[src/hdl/qvc_pkg.sv]
// Shared types and constants for the quadrilateral validity check.
`timescale 1ns / 1ps
`default_nettype none
package qvc_pkg;

    localparam int unsigned RANGE_MAX = 100;
    localparam int unsigned IN_W      = 10;
    localparam int unsigned CW        = 7;   // coordinate bits once in range
    localparam int unsigned DW        = 8;   // signed difference width
    localparam int unsigned PW        = 16;  // signed product / cross product width
    localparam int unsigned NXP       = 9;   // cross products evaluated per item

    typedef enum logic [2:0] {
        ST_VALID    = 3'd0,
        ST_RANGE    = 3'd1,
        ST_COINCIDE = 3'd2,
        ST_CROSS    = 3'd3,
        ST_COLINEAR = 3'd4
    } t_status;

    typedef struct packed {
        logic neg;
        logic zero;
    } t_xp_flags;

endpackage
`default_nettype wire

[src/hdl/qvc_xprod.sv]
// Two-stage pipelined cross product with sign and zero flags.
`timescale 1ns / 1ps
`default_nettype none
module qvc_xprod
    import qvc_pkg::*;
(
    input  wire logic                 i_clk,
    input  wire logic signed [DW-1:0] i_ux,
    input  wire logic signed [DW-1:0] i_uy,
    input  wire logic signed [DW-1:0] i_vx,
    input  wire logic signed [DW-1:0] i_vy,
    output t_xp_flags                 o_flags
);

    logic signed [PW-1:0] r_p0;
    logic signed [PW-1:0] r_p1;
    logic signed [PW-1:0] n_diff;
    t_xp_flags            r_flags;

    assign n_diff = r_p0 - r_p1;

    always_ff @(posedge i_clk) begin
        r_p0          <= PW'(i_ux) * PW'(i_vy);
        r_p1          <= PW'(i_uy) * PW'(i_vx);
        r_flags.neg   <= n_diff[PW-1];
        r_flags.zero  <= (n_diff == '0);
    end

    assign o_flags = r_flags;

endmodule
`default_nettype wire

[src/hdl/quadrilateral_validity_check.sv]
// Top level: pipelined quadrilateral validity check, vertex A at the origin.
//
//  channel   | handshake          | payload
//  ----------+--------------------+------------------------------------------
//  item in   | start / busy       | i_b_x i_b_y i_c_x i_c_y i_d_x i_d_y (10b)
//  result    | o_valid (strobe)   | o_status (3b)
//
// Four register stages: range/coincide/operands, products, cross product
// flags, status priority. One item per cycle.
// busy is always low: the pipeline never stalls and every result is shown
// for exactly one cycle. Synchronous active-low reset clears the valid bits.
`timescale 1ns / 1ps
`default_nettype none
module quadrilateral_validity_check
    import qvc_pkg::*;
(
    input  wire logic            i_clk,
    input  wire logic            i_rst_n,
    input  wire logic            start,
    output logic                 busy,
    input  wire logic [IN_W-1:0] i_b_x,
    input  wire logic [IN_W-1:0] i_b_y,
    input  wire logic [IN_W-1:0] i_c_x,
    input  wire logic [IN_W-1:0] i_c_y,
    input  wire logic [IN_W-1:0] i_d_x,
    input  wire logic [IN_W-1:0] i_d_y,
    output logic                 o_valid,
    output logic [2:0]           o_status
);

    localparam logic [IN_W-1:0] LIM = IN_W'(RANGE_MAX);

    // stage 1 combinational
    logic signed [DW-1:0] bx, by, cx, cy, dx, dy;
    logic signed [DW-1:0] n_ux [NXP];
    logic signed [DW-1:0] n_uy [NXP];
    logic signed [DW-1:0] n_vx [NXP];
    logic signed [DW-1:0] n_vy [NXP];
    logic                 n_range;
    logic                 n_coin;

    logic signed [DW-1:0] r_ux [NXP];
    logic signed [DW-1:0] r_uy [NXP];
    logic signed [DW-1:0] r_vx [NXP];
    logic signed [DW-1:0] r_vy [NXP];
    logic                 r1_valid, r2_valid, r3_valid;
    logic                 r1_range, r2_range, r3_range;
    logic                 r1_coin,  r2_coin,  r3_coin;
    t_xp_flags            xp [NXP];

    logic                 n_cross1, n_cross2, n_colin;
    t_status              n_status;
    logic                 r_valid;
    t_status              r_status;

    assign busy = 1'b0;

    assign bx = signed'({1'b0, i_b_x[CW-1:0]});
    assign by = signed'({1'b0, i_b_y[CW-1:0]});
    assign cx = signed'({1'b0, i_c_x[CW-1:0]});
    assign cy = signed'({1'b0, i_c_y[CW-1:0]});
    assign dx = signed'({1'b0, i_d_x[CW-1:0]});
    assign dy = signed'({1'b0, i_d_y[CW-1:0]});

    assign n_range = (i_b_x > LIM) || (i_b_y > LIM) || (i_c_x > LIM) ||
                     (i_c_y > LIM) || (i_d_x > LIM) || (i_d_y > LIM);

    assign n_coin = (bx == '0 && by == '0) || (cx == '0 && cy == '0) ||
                    (dx == '0 && dy == '0) || (bx == cx && by == cy) ||
                    (bx == dx && by == dy) || (cx == dx && cy == dy);

    always_comb begin
        // edge CD against AB
        n_ux[0] = cx;       n_uy[0] = cy;       n_vx[0] = bx;       n_vy[0] = by;
        n_ux[1] = dx;       n_uy[1] = dy;       n_vx[1] = bx;       n_vy[1] = by;
        n_ux[2] = -cx;      n_uy[2] = -cy;      n_vx[2] = dx - cx;  n_vy[2] = dy - cy;
        n_ux[3] = bx - cx;  n_uy[3] = by - cy;  n_vx[3] = dx - cx;  n_vy[3] = dy - cy;
        // edge AD against CB
        n_ux[4] = -cx;      n_uy[4] = -cy;      n_vx[4] = bx - cx;  n_vy[4] = by - cy;
        n_ux[5] = dx - cx;  n_uy[5] = dy - cy;  n_vx[5] = bx - cx;  n_vy[5] = by - cy;
        n_ux[6] = cx;       n_uy[6] = cy;       n_vx[6] = dx;       n_vy[6] = dy;
        n_ux[7] = bx;       n_uy[7] = by;       n_vx[7] = dx;       n_vy[7] = dy;
        // triple BCD
        n_ux[8] = cx - bx;  n_uy[8] = cy - by;  n_vx[8] = dx - bx;  n_vy[8] = dy - by;
    end

    always_ff @(posedge i_clk) begin
        if (!i_rst_n) begin
            r1_valid <= 1'b0;
            r2_valid <= 1'b0;
            r3_valid <= 1'b0;
            r_valid  <= 1'b0;
        end else begin
            r1_valid <= start && !busy;
            r2_valid <= r1_valid;
            r3_valid <= r2_valid;
            r_valid  <= r3_valid;
        end
    end

    always_ff @(posedge i_clk) begin
        r_ux     <= n_ux;
        r_uy     <= n_uy;
        r_vx     <= n_vx;
        r_vy     <= n_vy;
        r1_range <= n_range;
        r1_coin  <= n_coin;
        r2_range <= r1_range;
        r2_coin  <= r1_coin;
        r3_range <= r2_range;
        r3_coin  <= r2_coin;
        r_status <= n_status;
    end

    for (genvar g = 0; g < NXP; g++) begin : g_xp
        qvc_xprod u_xprod (
            .i_clk   (i_clk),
            .i_ux    (r_ux[g]),
            .i_uy    (r_uy[g]),
            .i_vx    (r_vx[g]),
            .i_vy    (r_vy[g]),
            .o_flags (xp[g])
        );
    end

    function automatic logic opp_sign(input t_xp_flags a, input t_xp_flags b);
        opp_sign = !a.zero && !b.zero && (a.neg != b.neg);
    endfunction

    assign n_cross1 = opp_sign(xp[0], xp[1]) && opp_sign(xp[2], xp[3]);
    assign n_cross2 = opp_sign(xp[4], xp[5]) && opp_sign(xp[6], xp[7]);
    // triple ABC uses the same product as xp[0] up to sign
    assign n_colin  = xp[0].zero || xp[8].zero || xp[6].zero || xp[7].zero;

    always_comb begin
        if (r3_range) begin
            n_status = ST_RANGE;
        end else if (r3_coin) begin
            n_status = ST_COINCIDE;
        end else if (n_cross1 || n_cross2) begin
            n_status = ST_CROSS;
        end else if (n_colin) begin
            n_status = ST_COLINEAR;
        end else begin
            n_status = ST_VALID;
        end
    end

    assign o_valid  = r_valid;
    assign o_status = r_status;

    a_latency: assert property (@(posedge i_clk) disable iff (!i_rst_n)
        o_valid |-> $past(start, 4))
        else $error("result strobe without an item four cycles earlier");

    a_code: assert property (@(posedge i_clk) disable iff (!i_rst_n)
        o_valid |-> (o_status <= ST_COLINEAR))
        else $error("status code out of range");

    a_range: assert property (@(posedge i_clk) disable iff (!i_rst_n)
        (r3_valid && r3_range) |=> (o_valid && o_status == ST_RANGE))
        else $error("range failure not reported first");

endmodule
`default_nettype wire

[config.mk]
export PLATFORM = sky130hd
export DESIGN_NAME = quadrilateral_validity_check
export DESIGN_NICKNAME = d
export VERILOG_FILES = /design/src/hdl/qvc_pkg.sv /design/src/hdl/qvc_xprod.sv /design/src/hdl/quadrilateral_validity_check.sv
export SDC_FILE = /design/constraint.sdc
export NUM_CORES = 2
export LEC_CHECK = 0
export BUFFER_PORTS_ARGS = -buffer_cell sky130_fd_sc_hd__buf_2
export CORE_AREA = 3 3 394 396
export CTS_CLUSTER_SIZE = 40
export DETAILED_ROUTE_END_ITERATION = 7
export DIE_AREA = 0 0 397 399
export GPL_ROUTABILITY_DRIVEN = 1
export SYNTH_ARGS = -nofsm -noshare
export SYNTH_HDL_FRONTEND = slang
export SYNTH_SLANG_ARGS = --single-unit
[constraint.sdc]
create_clock -name i_clk -period 7.12 [get_ports i_clk]
set_input_delay 0.356 -clock i_clk [delete_from_list [all_inputs] [get_ports i_clk]]
set_output_delay 0.356 -clock i_clk [all_outputs]
set_load 0.05 [all_outputs]
# Word-level counts from Yosys, hierarchy flattened
# Cells that the tools add are included.
# totals
ff_bits	376
latchBits	0
ram_bits	0
romBits	0
in_bits	63
output_inout_bits	5
word_cells	165
n_memories	0
# classes
n_addsub	19
mul	14
div_mod_pow	0
magnitude_cmp	6
eq_ne	10
shifts	0
n_mux	3
bitwise_logic	0
reduce_logical	54
# ops
op	count
$logic_not 16->1	9
$sub 16x16->16	9
$mul 8x8->16	8
$mul 7x7->14	6
$sub 7x7->8	8
$gt 10x7->1 const B	6
$logic_not 8->1	6
$eq 7x7->1	6
$logic_and 1x1->1	16
$neg 7->8	2
$logic_or 1x1->1	14
$logic_not 1->1	8
$mux 2	2
$ne 1x1->1	4
$mux 3	1
$reduce_or 3->1	1

# Longest topological paths before layout
# depth
ltp_word	7
depth_mapped	19
ltp_nobuf	18

# By module
# From an unflattened synthesis, not the netlist that was laid out.
# hier_totals
cells_unflattened	7108
hier_area_um2	64454.3
# by_module_without_submodules
module	instances	cells_each	area_per_inst_um2	seq_area_each_um2
qvc_xprod at g_xp[3].u_xprod ...	3	726	6470.0	680.7
qvc_xprod at g_xp[2].u_xprod	1	741	6633.9	680.7
qvc_xprod at g_xp[0].u_xprod	1	738	6578.8	680.7
qvc_xprod at g_xp[1].u_xprod	1	731	6541.3	680.7
qvc_xprod at g_xp[6].u_xprod	1	711	6521.3	680.7
qvc_xprod at g_xp[7].u_xprod	1	716	6521.3	680.7
qvc_xprod at g_xp[8].u_xprod	1	715	6485.0	680.7
quadrilateral_validity_check	1	578	5763.0	2622.5

# Least setup slack after synthesis
# No wires, ideal clock.
# synth_timing
kind	register to register
startpoint	register, netlist name r_uy[39]
endpoint	register g_xp[2].u_xprod.r_p1[14]
setup_time_ps	95
arrival_time_ps	4247
required_ps	7025
slack_ps	2778
path_stages_with_launch	18
path_buffers	1
period_less_slack_ps	4342
path_cell_list	dfxtp_1 -> clkbuf_1 -> nand2_1 -> inv_1 -> fa_1 -> inv_1 -> fa_1 -> inv_1 -> fa_1 -> inv_1 -> fa_1 -> inv_1 -> ha_1 -> and2_1 -> or2_2 -> o21ai_1 -> or4b_1 -> o311ai_1
# synth_rtl
element	line_no	source
to (signal assigned)	qvc_xprod.sv:24	r_p1 <= PW'(i_uy) * PW'(i_vx);
to (decl)	qvc_xprod.sv:16	logic signed [PW-1:0] r_p1;

==> flow_summary.rst <==
.. list-table::
   :header-rows: 1

   * - Metric
     - Value
   * - CTS H-tree depth
     - 2
   * - Count of max-cap constraint violations
     - 0
   * - Required arrival time at the worst endpoint
     - 7.65 ns
   * - Top-level port count
     - 68
   * - TritonCTS clock tree
     - yes
   * - Combined area of all synthesized cells
     - 45500 um^2
   * - Sum of routed wire length over all layers
     - 110000 um
   * - Headroom to the max-slew limit
     - 30.0%
   * - Share of cells above drive strength 1
     - 3.56%
   * - Vert. Die Dim
     - 399 um
   * - Layout area overhead
     - 10.1%
   * - F_max
     - 202 MHz
   * - Die span in x
     - 397 um
   * - Number of setup buffers added after CTS
     - 0
   * - Reg area
     - 7210 um^2
   * - Category of the most critical setup path
     - reg -> reg
   * - Worst clock skew
     - 0.0183 ns
   * - Transition time of the tightest slew-check pin
     - 1.05 ns
   * - Category of the worst setup path launch point
     - register
   * - Placed instance count
     - 7041
   * - Clock edge transition at the registers on the reported setup and hold paths
     - 0.06 ns
   * - Final-layout setup total negative slack
     - 0 ns
   * - Global-route wire length before repair
     - 181000 um
   * - Largest net degree at the start of global routing
     - 31
   * - TritonCTS sink count
     - 360
   * - Async set-or-reset flop fraction in the synthesized netlist
     - 0%
   * - Fin crit period
     - 4.95 ns
   * - RSZ-0062 raised after global routing
     - no
   * - CTS buffer count
     - 46
   * - Remaining Overflow, GRT
     - 0
   * - Count of endpoints failing setup in the final report
     - 0
   * - Per-cell routed wire length
     - 15.3 um
   * - Multi-input gate area in the final layout
     - 33900 um^2
   * - Synthesis-stage register bit count
     - 360
   * - Post-detailed-route via-to-cell ratio
     - 4.56
   * - Final cell count without fillers
     - 7168
   * - Detail Placement HPWL
     - 90200 um
   * - Result of the run
     - finished, final reports clean
   * - Sequential area share after synthesis
     - 15.8%
   * - Endpoint arrival time on the critical path
     - 5.48 ns
   * - Die area
     - 158000 um^2
   * - Port Buffer Count
     - 66
   * - GR Util All Layers
     - 14.2%
   * - Largest fanout on the critical path
     - 16
   * - Post-synth EDFFs
     - 0
   * - Fin crit share
     - 69.5%
   * - Number of distinct library cells after synthesis
     - 80
   * - FP Rows
     - 143
   * - Category of the worst setup path capture point
     - register
   * - Antenna-violating nets left
     - 0
   * - Number of buffers on the longest clock path
     - 3
   * - Commonest register cell after synthesis
     - sky130_fd_sc_hd__dfxtp_1
   * - Cell chosen for the clock root
     - sky130_fd_sc_hd__clkbuf_16
   * - Resized cells post-CTS
     - 0
   * - Insertion delay to the later sink of the worst-skew pair
     - 0.63 ns
   * - Total number of vias
     - 32670
   * - Class of the worst hold path
     - in -> reg
   * - First-pass iteration count of the detailed router
     - 7
   * - Filler cell count in the final layout
     - 15634
   * - Number of antenna violations at the first check in global routing
     - 8
   * - Post-Synthesis Net Count
     - 6338
   * - DRC Markers
     - 0
   * - Synthesized area per cell
     - 8.99 um^2
   * - Post-Synthesis Cells
     - 5064
   * - Initial Utilization
     - 30.0%
   * - Nets
     - 6372
   * - Hold-fix buffers, CTS
     - 39
   * - Yosys warnings
     - 0
   * - Weighted congestion reported at the end of routability-driven placement
     - 0.874
   * - Final Hold Violating Endpoints
     - 0
   * - Final-report max-slew violation count
     - 0
   * - Vias in the first global route
     - 34015
   * - Core area
     - 152000 um^2
   * - DRT iter0 DRCs
     - 1582
## path summary, 6_finish.rpt
path                         endpoint  depth (start not counted)  slack (ns)  startpoint
max          g_xp[2].u_xprod.r_p1[14]                         17        2.17    r_uy[32]
min                          r_vy[14]                          1        0.05    i_d_y[6]
max reg2reg  g_xp[2].u_xprod.r_p1[14]                         17        2.17    r_uy[32]
min reg2reg                  r2_range                          0        0.33    r1_range
## Yosys cell counts, drive strengths merged (29+ instances only)
master / number / share of area [%]
nand2: 306 / 2.5
nand2b: 58 / 0.80
fa: 598 / 26
nor2: 143 / 1.2
ha: 613 / 17
and2: 560 / 7.7
a21oi: 185 / 2.0
o21ai: 137 / 1.5
a21o: 100 / 1.6
nor2b: 101 / 1.4
xnor2: 213 / 4.1
nor4: 29 / 0.40
o21a: 31 / 0.51
inv: 1055 / 8.7
nand3: 49 / 0.54
dfxtp: 360 / 16
nor3: 45 / 0.49
clkbuf: 120 / 0.99
xor2: 72 / 1.4
## per-stage QoR
stage               hold slack (ns)  setup slack (ns)  utilization [%]  area, um^2
CTS                         0.00724              2.14             33.0       50100
finish                       0.0487              2.17             33.0       50100
global placement              0.315              2.20             31.6       48000
floorplan                     0.310              2.78                -       45500
global route                 0.0303              1.92             33.0       50100
detailed placement            0.312              2.20             31.6       48000
## layout make-up
type	instances	area share [%]
Sequential cell	360	14.4
Clock inverter	30	0.934
Antenna cell	2	0.00999
Clock buffer	56	2.54
Tap cell	2030	5.07
Multi-Input combinational cell	3523	67.6
Inverter	1055	7.91
Timing Repair Buffer	112	1.54
## sequential cells by signal, indices dropped and copies added, names as in the netlist, 3 cells and up
signal,cells
g_xp.u_xprod.o_flags,17
g_xp.u_xprod.r_p0,106
g_xp.u_xprod.r_p1,106
o_status,3
r_ux,21
r_uy,21
r_vx,38
r_vy,38
## cell families (layout without fill, tap and decap cells)
logic type,Yosys count,after routing,synth area share [%]
adders and majority gates,1211,1211,43.2
other,1,3,0.00824
AOI/OAI and AO/OA,627,627,8.86
muxes,24,24,0.550
and+or+nand+nor,1375,1375,16.3
xor gates and xnor gates,285,285,5.49
DFF,360,360,15.8
buffers and inverters,1181,1253,9.75
## layout by cell type (no fill, tap or decap), types with 8 or more instances in the layout
cell type                          n
sky130_fd_sc_hd__a21oi_1         184
sky130_fd_sc_hd__o21ai_1          38
sky130_fd_sc_hd__or3_1            12
sky130_fd_sc_hd__a211oi_1         10
sky130_fd_sc_hd__mux2i_1          16
sky130_fd_sc_hd__and3_1            8
sky130_fd_sc_hd__bufinv_16        10
sky130_fd_sc_hd__nor2b_1         101
sky130_fd_sc_hd__nor2_1          143
sky130_fd_sc_hd__o21a_1           31
sky130_fd_sc_hd__buf_2            66
sky130_fd_sc_hd__o21bai_1         24
sky130_fd_sc_hd__inv_1          1052
sky130_fd_sc_hd__clkbuf_16        47
sky130_fd_sc_hd__xor2_1           72
sky130_fd_sc_hd__xnor2_1         213
sky130_fd_sc_hd__nor4_1           29
sky130_fd_sc_hd__dlygate4sd3_1    39
sky130_fd_sc_hd__o2111ai_1        10
sky130_fd_sc_hd__dfxtp_1         360
sky130_fd_sc_hd__a21o_1          100
sky130_fd_sc_hd__o211ai_1         21
sky130_fd_sc_hd__nor3_1           45
sky130_fd_sc_hd__a41oi_1          13
sky130_fd_sc_hd__a31oi_1          11
sky130_fd_sc_hd__clkinvlp_4        8
sky130_fd_sc_hd__nand2b_1         58
sky130_fd_sc_hd__nand4_1          22
sky130_fd_sc_hd__nand3_1          49
sky130_fd_sc_hd__nand2_1         306
sky130_fd_sc_hd__a221oi_1         11
sky130_fd_sc_hd__o21ai_0          99
sky130_fd_sc_hd__ha_1            613
sky130_fd_sc_hd__fa_1            598
sky130_fd_sc_hd__and2_1          560
## metal layers
metal,global-route usage [%],up-vias,wire (um)
met2,23.0,602,49000
met1,19.8,15990,53100
met5,0,-,28
met4,3.67,4,2420
li1,-,15936,-
met3,2.03,138,5230
## critical path: stages (launching register included)
cell and delay (ns):
sky130_fd_sc_hd__dfxtp_1 0.83, sky130_fd_sc_hd__buf_4 0.33, sky130_fd_sc_hd__nand2b_1 0.14, sky130_fd_sc_hd__fa_1 0.44, sky130_fd_sc_hd__fa_1 0.50, sky130_fd_sc_hd__inv_1 0.05
sky130_fd_sc_hd__fa_1 0.47, sky130_fd_sc_hd__inv_1 0.05, sky130_fd_sc_hd__fa_1 0.47, sky130_fd_sc_hd__inv_1 0.04, sky130_fd_sc_hd__ha_1 0.31, sky130_fd_sc_hd__o21ai_1 0.12
sky130_fd_sc_hd__a21boi_1 0.10, sky130_fd_sc_hd__o21ai_1 0.16, sky130_fd_sc_hd__a21oi_1 0.11, sky130_fd_sc_hd__o21ai_1 0.17, sky130_fd_sc_hd__or4b_1 0.45, sky130_fd_sc_hd__o311ai_1 0.10
Power is not shown: default switching activity piles up to over one toggle a cycle in this logic, so the estimate is an artifact.
